File: src/spr_pkg.sv
// package: types, constants and codes of the pixel readout converter
`default_nettype none

package spr_pkg;

  localparam int unsigned ELECTRON_BITS_DEF = 16;

  localparam int unsigned SENS_W  = 11;
  localparam int unsigned SCALE_W = 8;
  localparam int unsigned RAW_W   = 13;
  localparam int unsigned BYTE_W  = 8;
  localparam int unsigned OUT_W   = 56;

  localparam int unsigned SENS_RESET  = 100;
  // floor(100 * 51 / 625)
  localparam int unsigned SCALE_RESET = 8;

  // floor(s * 51 / 625) == (s * SCALE_RECIP) >> SCALE_SHIFT for any 11-bit s
  localparam int unsigned SCALE_RECIP_W = 24;
  localparam int unsigned SCALE_RECIP   = 10952199;
  localparam int unsigned SCALE_SHIFT   = 27;

  localparam int unsigned SAT_ELECTRONS = 2000;
  localparam int unsigned E_W           = 11;
  localparam int unsigned RAWX_W        = E_W + SENS_W;
  localparam int unsigned MAX_RAW       = 4000;
  localparam int unsigned BLACK_LEVEL   = 1000;
  // products at or above this give a raw count past the clamp
  localparam int unsigned RAW_SAT_X     = (MAX_RAW + 1) * 50;
  // floor(x / 50) == (x * RAW_RECIP) >> RAW_SHIFT for x below RAW_SAT_X
  localparam int unsigned RAW_X_W       = 18;
  localparam int unsigned RAW_RECIP_W   = 19;
  localparam int unsigned RAW_RECIP     = 335545;
  localparam int unsigned RAW_SHIFT     = 24;
  localparam int unsigned RAW_PROD_W    = RAW_X_W + RAW_RECIP_W;

  localparam int unsigned BYTE_LIMIT = 255 * 64;
  localparam int unsigned BYTE_SHIFT = 6;
  // average saturates once the three-channel sum reaches three byte limits
  localparam int unsigned LUMA_LIMIT  = 3 * BYTE_LIMIT;
  localparam int unsigned LUMA_IN_W   = 10;
  // floor(v / 3) == (v * LUMA_RECIP) >> LUMA_SHIFT for v below 1024
  localparam int unsigned LUMA_RECIP  = 683;
  localparam int unsigned LUMA_SHIFT  = 11;
  localparam int unsigned LUMA_PROD_W = 2 * LUMA_IN_W;

  typedef enum logic [1:0] {
    MODE_RAW  = 2'd0,
    MODE_RGB  = 2'd1,
    MODE_RGBA = 2'd2,
    MODE_LUMA = 2'd3
  } mode_e;

  typedef enum logic [1:0] {
    BAYER_R  = 2'b00,
    BAYER_GR = 2'b01,
    BAYER_GB = 2'b10,
    BAYER_B  = 2'b11
  } bayer_e;

  typedef struct packed {
    logic [SENS_W-1:0]  sens;
    logic [SCALE_W-1:0] scale;
  } gain_t;

endpackage

`default_nettype wire

File: src/sensor_pixel_readout_convert.sv
// top level: four-stage pixel conversion pipeline
//
// Input stream s_axis carries one pixel per request: the four electron
// counts and the row and column parity in tdata, the conversion mode in
// tuser. Output stream m_axis carries one packed sample per pixel.
// The cfg channel writes the sensitivity; it is always ready and must only
// be written while no pixel is in flight.
// A pixel passes through the four register stages (channel select and
// colour multiply, gain multiply and byte limiting, reciprocal multiplies,
// final clamp and packing) before its result is presented. Throughput: one
// pixel per cycle unless a stalled receiver has filled the pipeline.
// Each stage has its own valid bit and moves whenever the stage after it
// is empty or moving, so a stalled receiver holds the output register and
// the pipeline fills behind it; s_axis_tready drops only once every stage
// holds a pixel. Nothing is lost or repeated across a stall.
// Reset empties the pipeline and loads sensitivity 100.
`default_nettype none

module sensor_pixel_readout_convert #(
  parameter int unsigned ELECTRON_BITS = spr_pkg::ELECTRON_BITS_DEF
) (
  input  logic                              clk_i,
  input  logic                              rst_ni,
  input  logic                              s_axis_tvalid,
  output logic                              s_axis_tready,
  // red, green_red, green_blue, blue electrons, row_odd, column_odd, zero pad
  input  logic [((4*ELECTRON_BITS+2+7)/8)*8-1:0] s_axis_tdata,
  // action
  input  logic [1:0]                        s_axis_tuser,
  output logic                              m_axis_tvalid,
  input  logic                              m_axis_tready,
  // raw_sample, red, green, blue, alpha, luma bytes, zero pad
  output logic [spr_pkg::OUT_W-1:0]         m_axis_tdata,
  input  logic                              cfg_valid_i,
  output logic                              cfg_ready_o,
  input  logic [spr_pkg::SENS_W-1:0]        cfg_data_i
);

  localparam int unsigned EB    = ELECTRON_BITS;
  localparam int unsigned PRODW = EB + spr_pkg::SCALE_W;
  localparam int unsigned SUMW  = PRODW + 2;
  localparam int unsigned BW    = spr_pkg::BYTE_W;

  function automatic logic [BW-1:0] to_byte(input logic [PRODW-1:0] p);
    logic [PRODW-1:0] sh;
    sh = p >> spr_pkg::BYTE_SHIFT;
    return (p < PRODW'(spr_pkg::BYTE_LIMIT)) ? sh[BW-1:0] : {BW{1'b1}};
  endfunction

  spr_pkg::gain_t gain;

  spr_cfg u_cfg (
    .clk_i       (clk_i),
    .rst_ni      (rst_ni),
    .cfg_valid_i (cfg_valid_i),
    .cfg_ready_o (cfg_ready_o),
    .cfg_data_i  (cfg_data_i),
    .gain_o      (gain)
  );

  // input unpacking
  logic [EB-1:0] in_red, in_gr, in_gb, in_blue;
  logic          in_row_odd, in_col_odd;
  assign in_red     = s_axis_tdata[0*EB +: EB];
  assign in_gr      = s_axis_tdata[1*EB +: EB];
  assign in_gb      = s_axis_tdata[2*EB +: EB];
  assign in_blue    = s_axis_tdata[3*EB +: EB];
  assign in_row_odd = s_axis_tdata[4*EB];
  assign in_col_odd = s_axis_tdata[4*EB+1];

  // stage handshake
  logic v1_q, v2_q, v3_q, v4_q;
  logic rdy1, rdy2, rdy3, rdy4;
  assign rdy4 = !v4_q || m_axis_tready;
  assign rdy3 = !v3_q || rdy4;
  assign rdy2 = !v2_q || rdy3;
  assign rdy1 = !v1_q || rdy2;
  assign s_axis_tready = rdy1;

  always_ff @(posedge clk_i or negedge rst_ni) begin
    if (!rst_ni) begin
      v1_q <= 1'b0;
      v2_q <= 1'b0;
      v3_q <= 1'b0;
      v4_q <= 1'b0;
    end else begin
      if (rdy1) v1_q <= s_axis_tvalid;
      if (rdy2) v2_q <= v1_q;
      if (rdy3) v3_q <= v2_q;
      if (rdy4) v4_q <= v3_q;
    end
  end

  // stage 1: bayer pick and clamp, colour multiplies
  spr_pkg::mode_e           mode1_q;
  logic [EB-1:0]            ch_sel;
  logic [spr_pkg::E_W-1:0]  e1_d, e1_q;
  logic [PRODW-1:0]         r1_d, g1_d, b1_d, r1_q, g1_q, b1_q;

  always_comb begin
    case (spr_pkg::bayer_e'({in_row_odd, in_col_odd}))
      spr_pkg::BAYER_R:  ch_sel = in_red;
      spr_pkg::BAYER_GR: ch_sel = in_gr;
      spr_pkg::BAYER_GB: ch_sel = in_gb;
      default:           ch_sel = in_blue;
    endcase
    e1_d = (ch_sel > EB'(spr_pkg::SAT_ELECTRONS)) ? spr_pkg::E_W'(spr_pkg::SAT_ELECTRONS)
                                                  : ch_sel[spr_pkg::E_W-1:0];
    r1_d = PRODW'(in_red)  * PRODW'(gain.scale);
    g1_d = PRODW'(in_gr)   * PRODW'(gain.scale);
    b1_d = PRODW'(in_blue) * PRODW'(gain.scale);
  end

  always_ff @(posedge clk_i) begin
    if (rdy1 && s_axis_tvalid) begin
      mode1_q <= spr_pkg::mode_e'(s_axis_tuser);
      e1_q    <= e1_d;
      r1_q    <= r1_d;
      g1_q    <= g1_d;
      b1_q    <= b1_d;
    end
  end

  // stage 2: gain multiply for raw, byte limiting and channel sum
  spr_pkg::mode_e             mode2_q;
  logic [spr_pkg::RAWX_W-1:0] x2_d, x2_q;
  logic [BW-1:0]              rb2_q, gb2_q, bb2_q;
  logic [SUMW-1:0]            sum2_d, sum2_q;

  assign x2_d   = spr_pkg::RAWX_W'(e1_q) * spr_pkg::RAWX_W'(gain.sens);
  assign sum2_d = SUMW'(r1_q) + SUMW'(g1_q) + SUMW'(b1_q);

  always_ff @(posedge clk_i) begin
    if (rdy2 && v1_q) begin
      mode2_q <= mode1_q;
      x2_q    <= x2_d;
      rb2_q   <= to_byte(r1_q);
      gb2_q   <= to_byte(g1_q);
      bb2_q   <= to_byte(b1_q);
      sum2_q  <= sum2_d;
    end
  end

  // stage 3: divide by 50 and by 192 through reciprocals
  spr_pkg::mode_e                  mode3_q;
  logic                            raw_sat3_q, luma_sat3_q;
  logic [spr_pkg::RAW_PROD_W-1:0]  raw_prod3_d, raw_prod3_q;
  logic [spr_pkg::LUMA_PROD_W-1:0] luma_prod3_d, luma_prod3_q;
  logic [BW-1:0]                   rb3_q, gb3_q, bb3_q;

  assign raw_prod3_d  = spr_pkg::RAW_PROD_W'(x2_q[spr_pkg::RAW_X_W-1:0])
                      * spr_pkg::RAW_PROD_W'(spr_pkg::RAW_RECIP);
  assign luma_prod3_d = spr_pkg::LUMA_PROD_W'(
                          sum2_q[spr_pkg::BYTE_SHIFT +: spr_pkg::LUMA_IN_W])
                      * spr_pkg::LUMA_PROD_W'(spr_pkg::LUMA_RECIP);

  always_ff @(posedge clk_i) begin
    if (rdy3 && v2_q) begin
      mode3_q      <= mode2_q;
      raw_sat3_q   <= x2_q >= spr_pkg::RAWX_W'(spr_pkg::RAW_SAT_X);
      luma_sat3_q  <= sum2_q >= SUMW'(spr_pkg::LUMA_LIMIT);
      raw_prod3_q  <= raw_prod3_d;
      luma_prod3_q <= luma_prod3_d;
      rb3_q        <= rb2_q;
      gb3_q        <= gb2_q;
      bb3_q        <= bb2_q;
    end
  end

  // stage 4: clamp, black level, packing by mode
  logic [spr_pkg::RAW_W-1:0] raw_cnt, raw_val;
  logic [BW-1:0]             luma_val;
  logic [spr_pkg::OUT_W-1:0] out_d, out_q;

  always_comb begin
    raw_cnt  = raw_sat3_q ? spr_pkg::RAW_W'(spr_pkg::MAX_RAW)
                          : raw_prod3_q[spr_pkg::RAW_SHIFT +: spr_pkg::RAW_W];
    raw_val  = raw_cnt + spr_pkg::RAW_W'(spr_pkg::BLACK_LEVEL);
    luma_val = luma_sat3_q ? {BW{1'b1}} : luma_prod3_q[spr_pkg::LUMA_SHIFT +: BW];
    out_d    = '0;
    unique case (mode3_q)
      spr_pkg::MODE_RAW: begin
        out_d[0 +: spr_pkg::RAW_W] = raw_val;
      end
      spr_pkg::MODE_RGB: begin
        out_d[spr_pkg::RAW_W + 0*BW +: BW] = rb3_q;
        out_d[spr_pkg::RAW_W + 1*BW +: BW] = gb3_q;
        out_d[spr_pkg::RAW_W + 2*BW +: BW] = bb3_q;
      end
      spr_pkg::MODE_RGBA: begin
        out_d[spr_pkg::RAW_W + 0*BW +: BW] = rb3_q;
        out_d[spr_pkg::RAW_W + 1*BW +: BW] = gb3_q;
        out_d[spr_pkg::RAW_W + 2*BW +: BW] = bb3_q;
        out_d[spr_pkg::RAW_W + 3*BW +: BW] = {BW{1'b1}};
      end
      spr_pkg::MODE_LUMA: begin
        out_d[spr_pkg::RAW_W + 4*BW +: BW] = luma_val;
      end
      default: begin
        out_d = '0;
      end
    endcase
  end

  always_ff @(posedge clk_i) begin
    if (rdy4 && v3_q) begin
      out_q <= out_d;
    end
  end

  assign m_axis_tvalid = v4_q;
  assign m_axis_tdata  = out_q;

endmodule

`default_nettype wire

File: src/spr_cfg.sv
// sensitivity register and derived colour scale
`default_nettype none

module spr_cfg (
  input  logic                       clk_i,
  input  logic                       rst_ni,
  input  logic                       cfg_valid_i,
  output logic                       cfg_ready_o,
  input  logic [spr_pkg::SENS_W-1:0] cfg_data_i,
  output spr_pkg::gain_t             gain_o
);

  localparam int unsigned ProdW = spr_pkg::SENS_W + spr_pkg::SCALE_RECIP_W;

  logic [ProdW-1:0]            scale_prod;
  logic [spr_pkg::SENS_W-1:0]  sens_q;
  logic [spr_pkg::SCALE_W-1:0] scale_q, scale_d;

  // scale is worked out from the write data so it is ready with the register
  assign scale_prod = ProdW'(cfg_data_i) * ProdW'(spr_pkg::SCALE_RECIP);
  assign scale_d    = scale_prod[spr_pkg::SCALE_SHIFT +: spr_pkg::SCALE_W];

  always_ff @(posedge clk_i or negedge rst_ni) begin
    if (!rst_ni) begin
      sens_q  <= spr_pkg::SENS_W'(spr_pkg::SENS_RESET);
      scale_q <= spr_pkg::SCALE_W'(spr_pkg::SCALE_RESET);
    end else if (cfg_valid_i) begin
      sens_q  <= cfg_data_i;
      scale_q <= scale_d;
    end
  end

  assign cfg_ready_o  = 1'b1;
  assign gain_o.sens  = sens_q;
  assign gain_o.scale = scale_q;

endmodule

`default_nettype wire

File: config.mk
export PLATFORM = sky130hd
export DESIGN_NAME = sensor_pixel_readout_convert
export DESIGN_NICKNAME = d
export VERILOG_FILES = /design/src/spr_pkg.sv /design/src/sensor_pixel_readout_convert.sv /design/src/spr_cfg.sv
export SDC_FILE = /design/constraint.sdc
export NUM_CORES = 2
export LEC_CHECK = 0
export ABC_AREA = 1
export BUFFER_PORTS_ARGS = -buffer_cell sky130_fd_sc_hd__buf_2
export CAP_MARGIN = 20
export CORE_ASPECT_RATIO = 2
export CORE_UTILIZATION = 60
export CTS_BUF_LIST = sky130_fd_sc_hd__clkbuf_8
export DETAILED_ROUTE_END_ITERATION = 10
export PLACE_DENSITY_LB_ADDON = 0.3
export REMOVE_ABC_BUFFERS = 1
export SLEW_MARGIN = 20
export SYNTH_ARGS = -nofsm -noshare
export SYNTH_HDL_FRONTEND = slang
export SYNTH_SLANG_ARGS = --single-unit
export TNS_END_PERCENT = 20
File: constraint.sdc
create_clock -name clk_i -period 4.75 [get_ports clk_i]
set_input_delay 0.2375 -clock clk_i [delete_from_list [all_inputs] [get_ports clk_i]]
set_output_delay 0.2375 -clock clk_i [all_outputs]
set_load 0.03 [all_outputs]
# Yosys cells after proc, flatten, opt, wreduce, memory -nomap -nowiden
# Index checks and enable logic that the tools add are counted.
# op_classes
div	0
multipliers	7
bitwise	0
add_sub_neg	3
shifts	0
n_lt_le_gt_ge	6
n_eq_ne	5
muxes	4
n_reduce_logical	15
# op_table
operator	n
$lt 24x14->1 const B	3
$mul 16x8->24	3
$pmux 16 s3	1
$mul 18x19->37 const B	1
$mul 11x24->35 const B	1
$add 25x24->26	1
$ge 26x16->1 const B	1
$add 24x24->25	1
$ge 22x18->1 const B	1
$mul 11x11->22	1
$mul 10x10->19 const B	1
$gt 16x11->1 const B	1
$mux 8	2
$add 13x10->13 const B	1
$mux 13	1
$eq 2x2->1 const B	3
$eq 2x1->1 const B	2
$logic_and 1x1->1	4
$logic_not 1->1	4
$logic_not 2->1	2
$logic_or 1x1->1	4
$reduce_or 2->1	1
# word_totals
input_bits	90
wordCells	69
romBits	0
ram_bits	0
regBits	319
output_inout_bits	59
n_memories	0
latchBits	0

# Logic depth before layout (Yosys ltp)
# depth
word_depth	6
mapped_depth	23
mapped_depth_nobuf	23

# Hierarchy
# Synthesis repeated with hierarchy kept, for this count alone.
# hier_totals
cells_unflattened	5101
area_unflattened_um2	41677.5
# by_module_without_submodules
module	seq_area_each_um2	cells_per_inst	area_each_um2	instances
sensor_pixel_readout_convert	7547.2	4427	36666.4	1
spr_cfg	480.5	674	5011.1	1

# Worst setup path after synthesis
# Ideal clock, no wire load.
# synth_timing
kind	reg2reg
from	register v4_q, in the netlist m_axis_tvalid
to	register b1_q[0], enable pin
setup_time_ps	531
slack_ps	-274
arrival_ps	4493
required_ps	4219
path_stages_with_launch	10
path_cell_list	dfrtp_1 inv_1 nor2_1 inv_1 nor2_1 inv_1 nor2_1 inv_1 nor2_1 nor2_1
# synth_via
elab_chain_len	6
# synth_lines
element	line_no	source
start: declaration	sensor_pixel_readout_convert.sv:72	logic v1_q, v2_q, v3_q, v4_q;
start signal: assignment	sensor_pixel_readout_convert.sv:90	if (rdy4) v4_q <= v3_q;
$logic_not 1->1	sensor_pixel_readout_convert.sv:74	assign rdy4 = !v4_q || m_axis_tready;
$logic_or 1x1->1	sensor_pixel_readout_convert.sv:74	
$logic_or 1x1->1	sensor_pixel_readout_convert.sv:75	assign rdy3 = !v3_q || rdy4;
$logic_or 1x1->1	sensor_pixel_readout_convert.sv:76	assign rdy2 = !v2_q || rdy3;
$logic_or 1x1->1	sensor_pixel_readout_convert.sv:77	assign rdy1 = !v1_q || rdy2;
$logic_and 1x1->1	sensor_pixel_readout_convert.sv:115	if (rdy1 && s_axis_tvalid) begin
end signal: assignment	sensor_pixel_readout_convert.sv:120	b1_q <= b1_d;
end: declaration	sensor_pixel_readout_convert.sv:98	logic [PRODW-1:0] r1_d, g1_d, b1_d, r1_q, g1_q, b1_q;
# No other way between the ends.
# A chain may end at the register's enable or synchronous reset.

# Final worst setup path
# layout_timing
from	register x2_q[6] (netlist name)
to	register raw_prod3_q[27] (netlist name), data pin
# layout_via
elab_chain_len	1
# layout_lines
element	line_no	source
start: declaration	sensor_pixel_readout_convert.sv:126	logic [spr_pkg::RAWX_W-1:0] x2_d, x2_q;
start signal: assignment	sensor_pixel_readout_convert.sv:136	x2_q <= x2_d;
$mul 18x19->37	sensor_pixel_readout_convert.sv:152	* spr_pkg::RAW_PROD_W'(spr_pkg::RAW_RECIP);
via raw_prod3_d (one bit)	sensor_pixel_readout_convert.sv:147	logic [spr_pkg::RAW_PROD_W-1:0] raw_prod3_d, raw_prod3_q;
end signal: assignment	sensor_pixel_readout_convert.sv:162	raw_prod3_q <= raw_prod3_d;
end: declaration	sensor_pixel_readout_convert.sv:147	
# The timed path passes the listed nets, and every way through them passes these cells.

==> summary.md <==
| Metric | Value |
|---|---|
| First-pass iteration count of the detailed router | `5` |
| Clock latency reported for the late side of the worst-skew pair | `about 0.64 ns` |
| Worst hold-check path type | `in -> reg` |
| Final cycle utilization of the critical path | `106%` |
| Post-detailed-route count of antenna-violating nets | `0` |
| Slew Limit Headroom | `between 30% and 40%` |
| Detail Placement HPWL | `about 96000 µm` |
| Crit path time final | `around 5.1 ns` |
| Die area | `about 70000 µm²` |
| Cell with the most instances after synthesis | `sky130_fd_sc_hd__inv_1` |
| Routed wire per std cell | `roughly 18 µm` |
| CTS H-tree depth | `2` |
| Clock slew at reported path FFs | `~0.07 ns` |
| Run status | `finished, violations left` |
| Number of synthesized register bits | `271` |
| Count of synthesis-stage warnings from yosys | `0` |
| Netlist cell types | `57` |
| Global-route track usage on met2 | `between 60% and 70%` |
| Area of the mapped netlist | `41300 µm²` |
| Overflow left after global routing | `0` |
| Port buffer count | `~140` |
| Pin count of the biggest net entering global routing | `50` |
| Iteration-0 DRC Markers | `1689` |
| Critical Setup Path Class | `reg -> reg` |
| Busiest metal layer after global routing | `met2` |
| Number of primary I/O pins | `149` |
| Clock tree from TritonCTS | `done` |
| Worst-case hold slack | `around 0.049 ns` |
| Clock skew after layout | `approximately 0.079 ns` |
| PnR worst setup slack | `-0.307 ns` |
| Floorplan die height | `between 300 and 400 µm` |
| Largest area contributor in the netlist | `sky130_fd_sc_hd__fa_1` |
| Unrepaired setup endpoints after global routing | `yes` |
| Routing usage on met1 | `between 30% and 40%` |
| Signed area change from the synthesized netlist to the final layout | `14.3%` |
| Slew at the pin closest to its max-slew limit | `roughly 1 ns` |
| Setup crit start kind | `flop` |
| Largest fanout on the critical path | `4` |
| Number of max-capacitance violations reported | `0` |
| Violations in the final reports | `setup timing` |
| Synthesized netlist cell count | `between 4000 and 5000` |
| First-pass GRT wire length | `about 180000 µm` |
| Routability congestion estimate from global placement | `1.03` |
| Number of antenna violations at the first check in global routing | `6` |
| Gr usage total | `about a third` |
| Predominant post-synthesis flop cell | `sky130_fd_sc_hd__edfxtp_1` |
| Kind of end point of the critical path | `flop` |
| Timing-limited maximum frequency | `0.198 GHz` |
| Share of the synthesized area in the top cell type | `between 20% and 30%` |
| Area taken by multi-input logic gates | `roughly 29000 µm²` |
| Crit-path most repeated cell | `sky130_fd_sc_hd__inv_2` |
| Per-instance average area after synthesis | `8.27 µm²` |
| Share of cells above drive strength 1 | `between 10 and 15%` |
| Number of clock buffers inserted by TritonCTS | `36` |
| Commonest cells in the netlist | `sky130_fd_sc_hd__inv_1 (1304), sky130_fd_sc_hd__nand2_1 (1185), sky130_fd_sc_hd__fa_1 (553), sky130_fd_sc_hd__ha_1 (541), sky130_fd_sc_hd__nor2_1 (253)` |
| Die width | `roughly 190 µm` |
| Proportion of synthesized chip area in sequential cells | `between 15 and 20%` |
| Grt met3 use | `2.91%` |
| Async set-reset flop share out of synthesis | `8.49%` |
| Series of cell instances along the critical path | `fa_1, inv_2, fa_2, inv_2, fa_2, fa_2, fa_1, inv_1, fa_1, inv_2, ha_4, nand2_4, nor2_4, inv_2, nor3_2, nand2_1, nand2_2, nand2_2, nand3_2, nand2_1` |
| Cell at the root of the clock tree | `sky130_fd_sc_hd__clkbuf_8` |
| Fillers | `around 5500` |
| Total core area | `67900 µm²` |
| Final routed DRC violation total | `0` |
| CP required | `about 5.1 ns` |
| Starting Density | `just over 60%` |
| Final wirelength | `approximately 110000 µm` |
| Row count | `~140` |
| Post-placement setup slack | `-0.433 ns` |
| Leading cell types by total area after synthesis | `sky130_fd_sc_hd__fa_1 (27%), sky130_fd_sc_hd__edfxtp_1 (18%), sky130_fd_sc_hd__ha_1 (16%)` |
| Final setup violation count | `22` |
| Slowest-stage cell, CP | `sky130_fd_sc_hd__fa_1` |
| EDFF count, synth | `between 200 and 250` |
| Final hold violation count | `0` |
| Seq. cell area | `just over 8000 µm²` |
| Biggest cell delay along the critical path | `a little over 0.6 ns` |
| Via count of the routed design | `around 34000` |
| Max Transition Viols Final | `0` |
| Via count of the first global-routing pass | `about 37000` |
| Arrival time of data at the critical path endpoint | `5.37 ns` |
| Detailed-route vias per instance | `5.34` |
| Total Nets Final | `6600` |
| Maximum root-to-sink buffer count | `3` |
| TritonCTS sink count | `271` |
cells by family after synthesis:
| kind of cell | share of synthesized area [%] |
|---|---|
| flops | 19.4 |
| other cells | 0.0182 |
| buf+inv | 13.3 |
| simple gates | 17.0 |
| fa+ha+maj | 43.2 |
| xor+xnor | 1.84 |
| compound gates | 5.23 |
timing repair:
item / 4_1_cts / 5_1_grt
pin swaps: 53 / 42
hold buffers: 6 / 0
hold endpoints to repair: 25 / 0
setup endpoints to repair: 32 / 61
buffers inserted: 30 / 3
resized for setup: 116 / 120
routing by layer:
layer	wire length [µm]	part of all wire, %
met1	36900	33
met2	61600	54
met3	4800	4.2
met4	10000	8.8
met5	0	0
area by class of cell:
type                       count  share of cell area (%)
antenna                        6                  0.0318
clock buffer                  36                    1.05
clock inverter                29                   0.601
inverter                    1307                    10.4
multi-input combinational   3289                    60.7
sequential                   271                    17.0
tap                          890                    2.36
timing repair buffer         511                    7.79
cells in the final DEF (no fill, tap or decap), drive strengths merged, types with 4 or more instances in the layout:
master       count
a211oi           4
a21boi          16
a21o            18
a21oi          169
a31oi            9
buf            505
bufinv           5
clkbuf          36
clkinv          11
clkinvlp         6
conb             4
dfrtp           19
dfstp            4
diode            6
dlygate4sd3      6
edfxtp         248
fa             553
ha             541
inv           1314
nand2         1197
nand3          148
nand3b           8
nand4           38
nor2           263
nor3            48
nor4            15
o21a            12
o21ai          110
o21bai          23
or2              5
xnor2           28
xor2            59
flip-flops by register name, indices dropped and copies added, names as in the netlist, 2 cells and up:
signal	flops
mode3_q	2
gb3_q	8
mode1_q	2
bb3_q	8
b1_q	24
gb2_q	8
g1_q	24
m_axis_tdata	46
sum2_q	20
mode2_q	2
x2_q	22
bb2_q	8
u_cfg.scale_q	8
rb3_q	8
e1_q	11
rb2_q	8
r1_q	24
u_cfg.sens_q	11
luma_prod3_q	8
raw_prod3_q	13
worst max-delay path: cells and delay by family (launching register included):
family,cells,cell delay (ns)
adder cells (fa/ha/maj),7,3.37
AND/OR/NAND/NOR,8,0.68
buffers and inverters,5,0.26
flip-flops,1,0.43
metrics by stage:
stage / area (µm²) / util (%) / TNS (ns) / instances
2_1_floorplan: 40700 / - / -25.54 / 4867
3_3_place_gp: 45200 / 66.5 / -5.98 / 6229
3_5_place_dp: 45200 / 66.6 / -7.93 / 6230
4_1_cts: 46800 / 68.9 / -2.66 / 6330
5_1_grt: 47200 / 69.5 / -8.78 / 6334
6_report: 47200 / 69.6 / -3.30 / 6339
worst paths after layout:
check / depth (start not counted) / from / slack [ns] / to
setup / recovery: 20 / x2_q[6]$_DFFE_PP_ / -0.31 / raw_prod3_q[27]$_DFFE_PP_
hold / removal: 3 / cfg_data_i[6] / 0.05 / u_cfg.sens_q[6]$_DFFE_PN1P_
setup reg to reg: 20 / x2_q[6]$_DFFE_PP_ / -0.31 / raw_prod3_q[27]$_DFFE_PP_
hold reg to reg: 0 / gb2_q[7]$_SDFFCE_PP1P_ / 0.42 / gb3_q[7]$_DFFE_PP_
max in group asynchronous: 2 / rst_ni / 3.96 / u_cfg.scale_q[5]$_DFFE_PN0P_
min in group asynchronous: 2 / rst_ni / 0.20 / v2_q$_DFFE_PN0P_
Power is left out: the tool's default activity adds up to more than one toggle a clock period on the data nets, which glitch-free logic cannot reach.
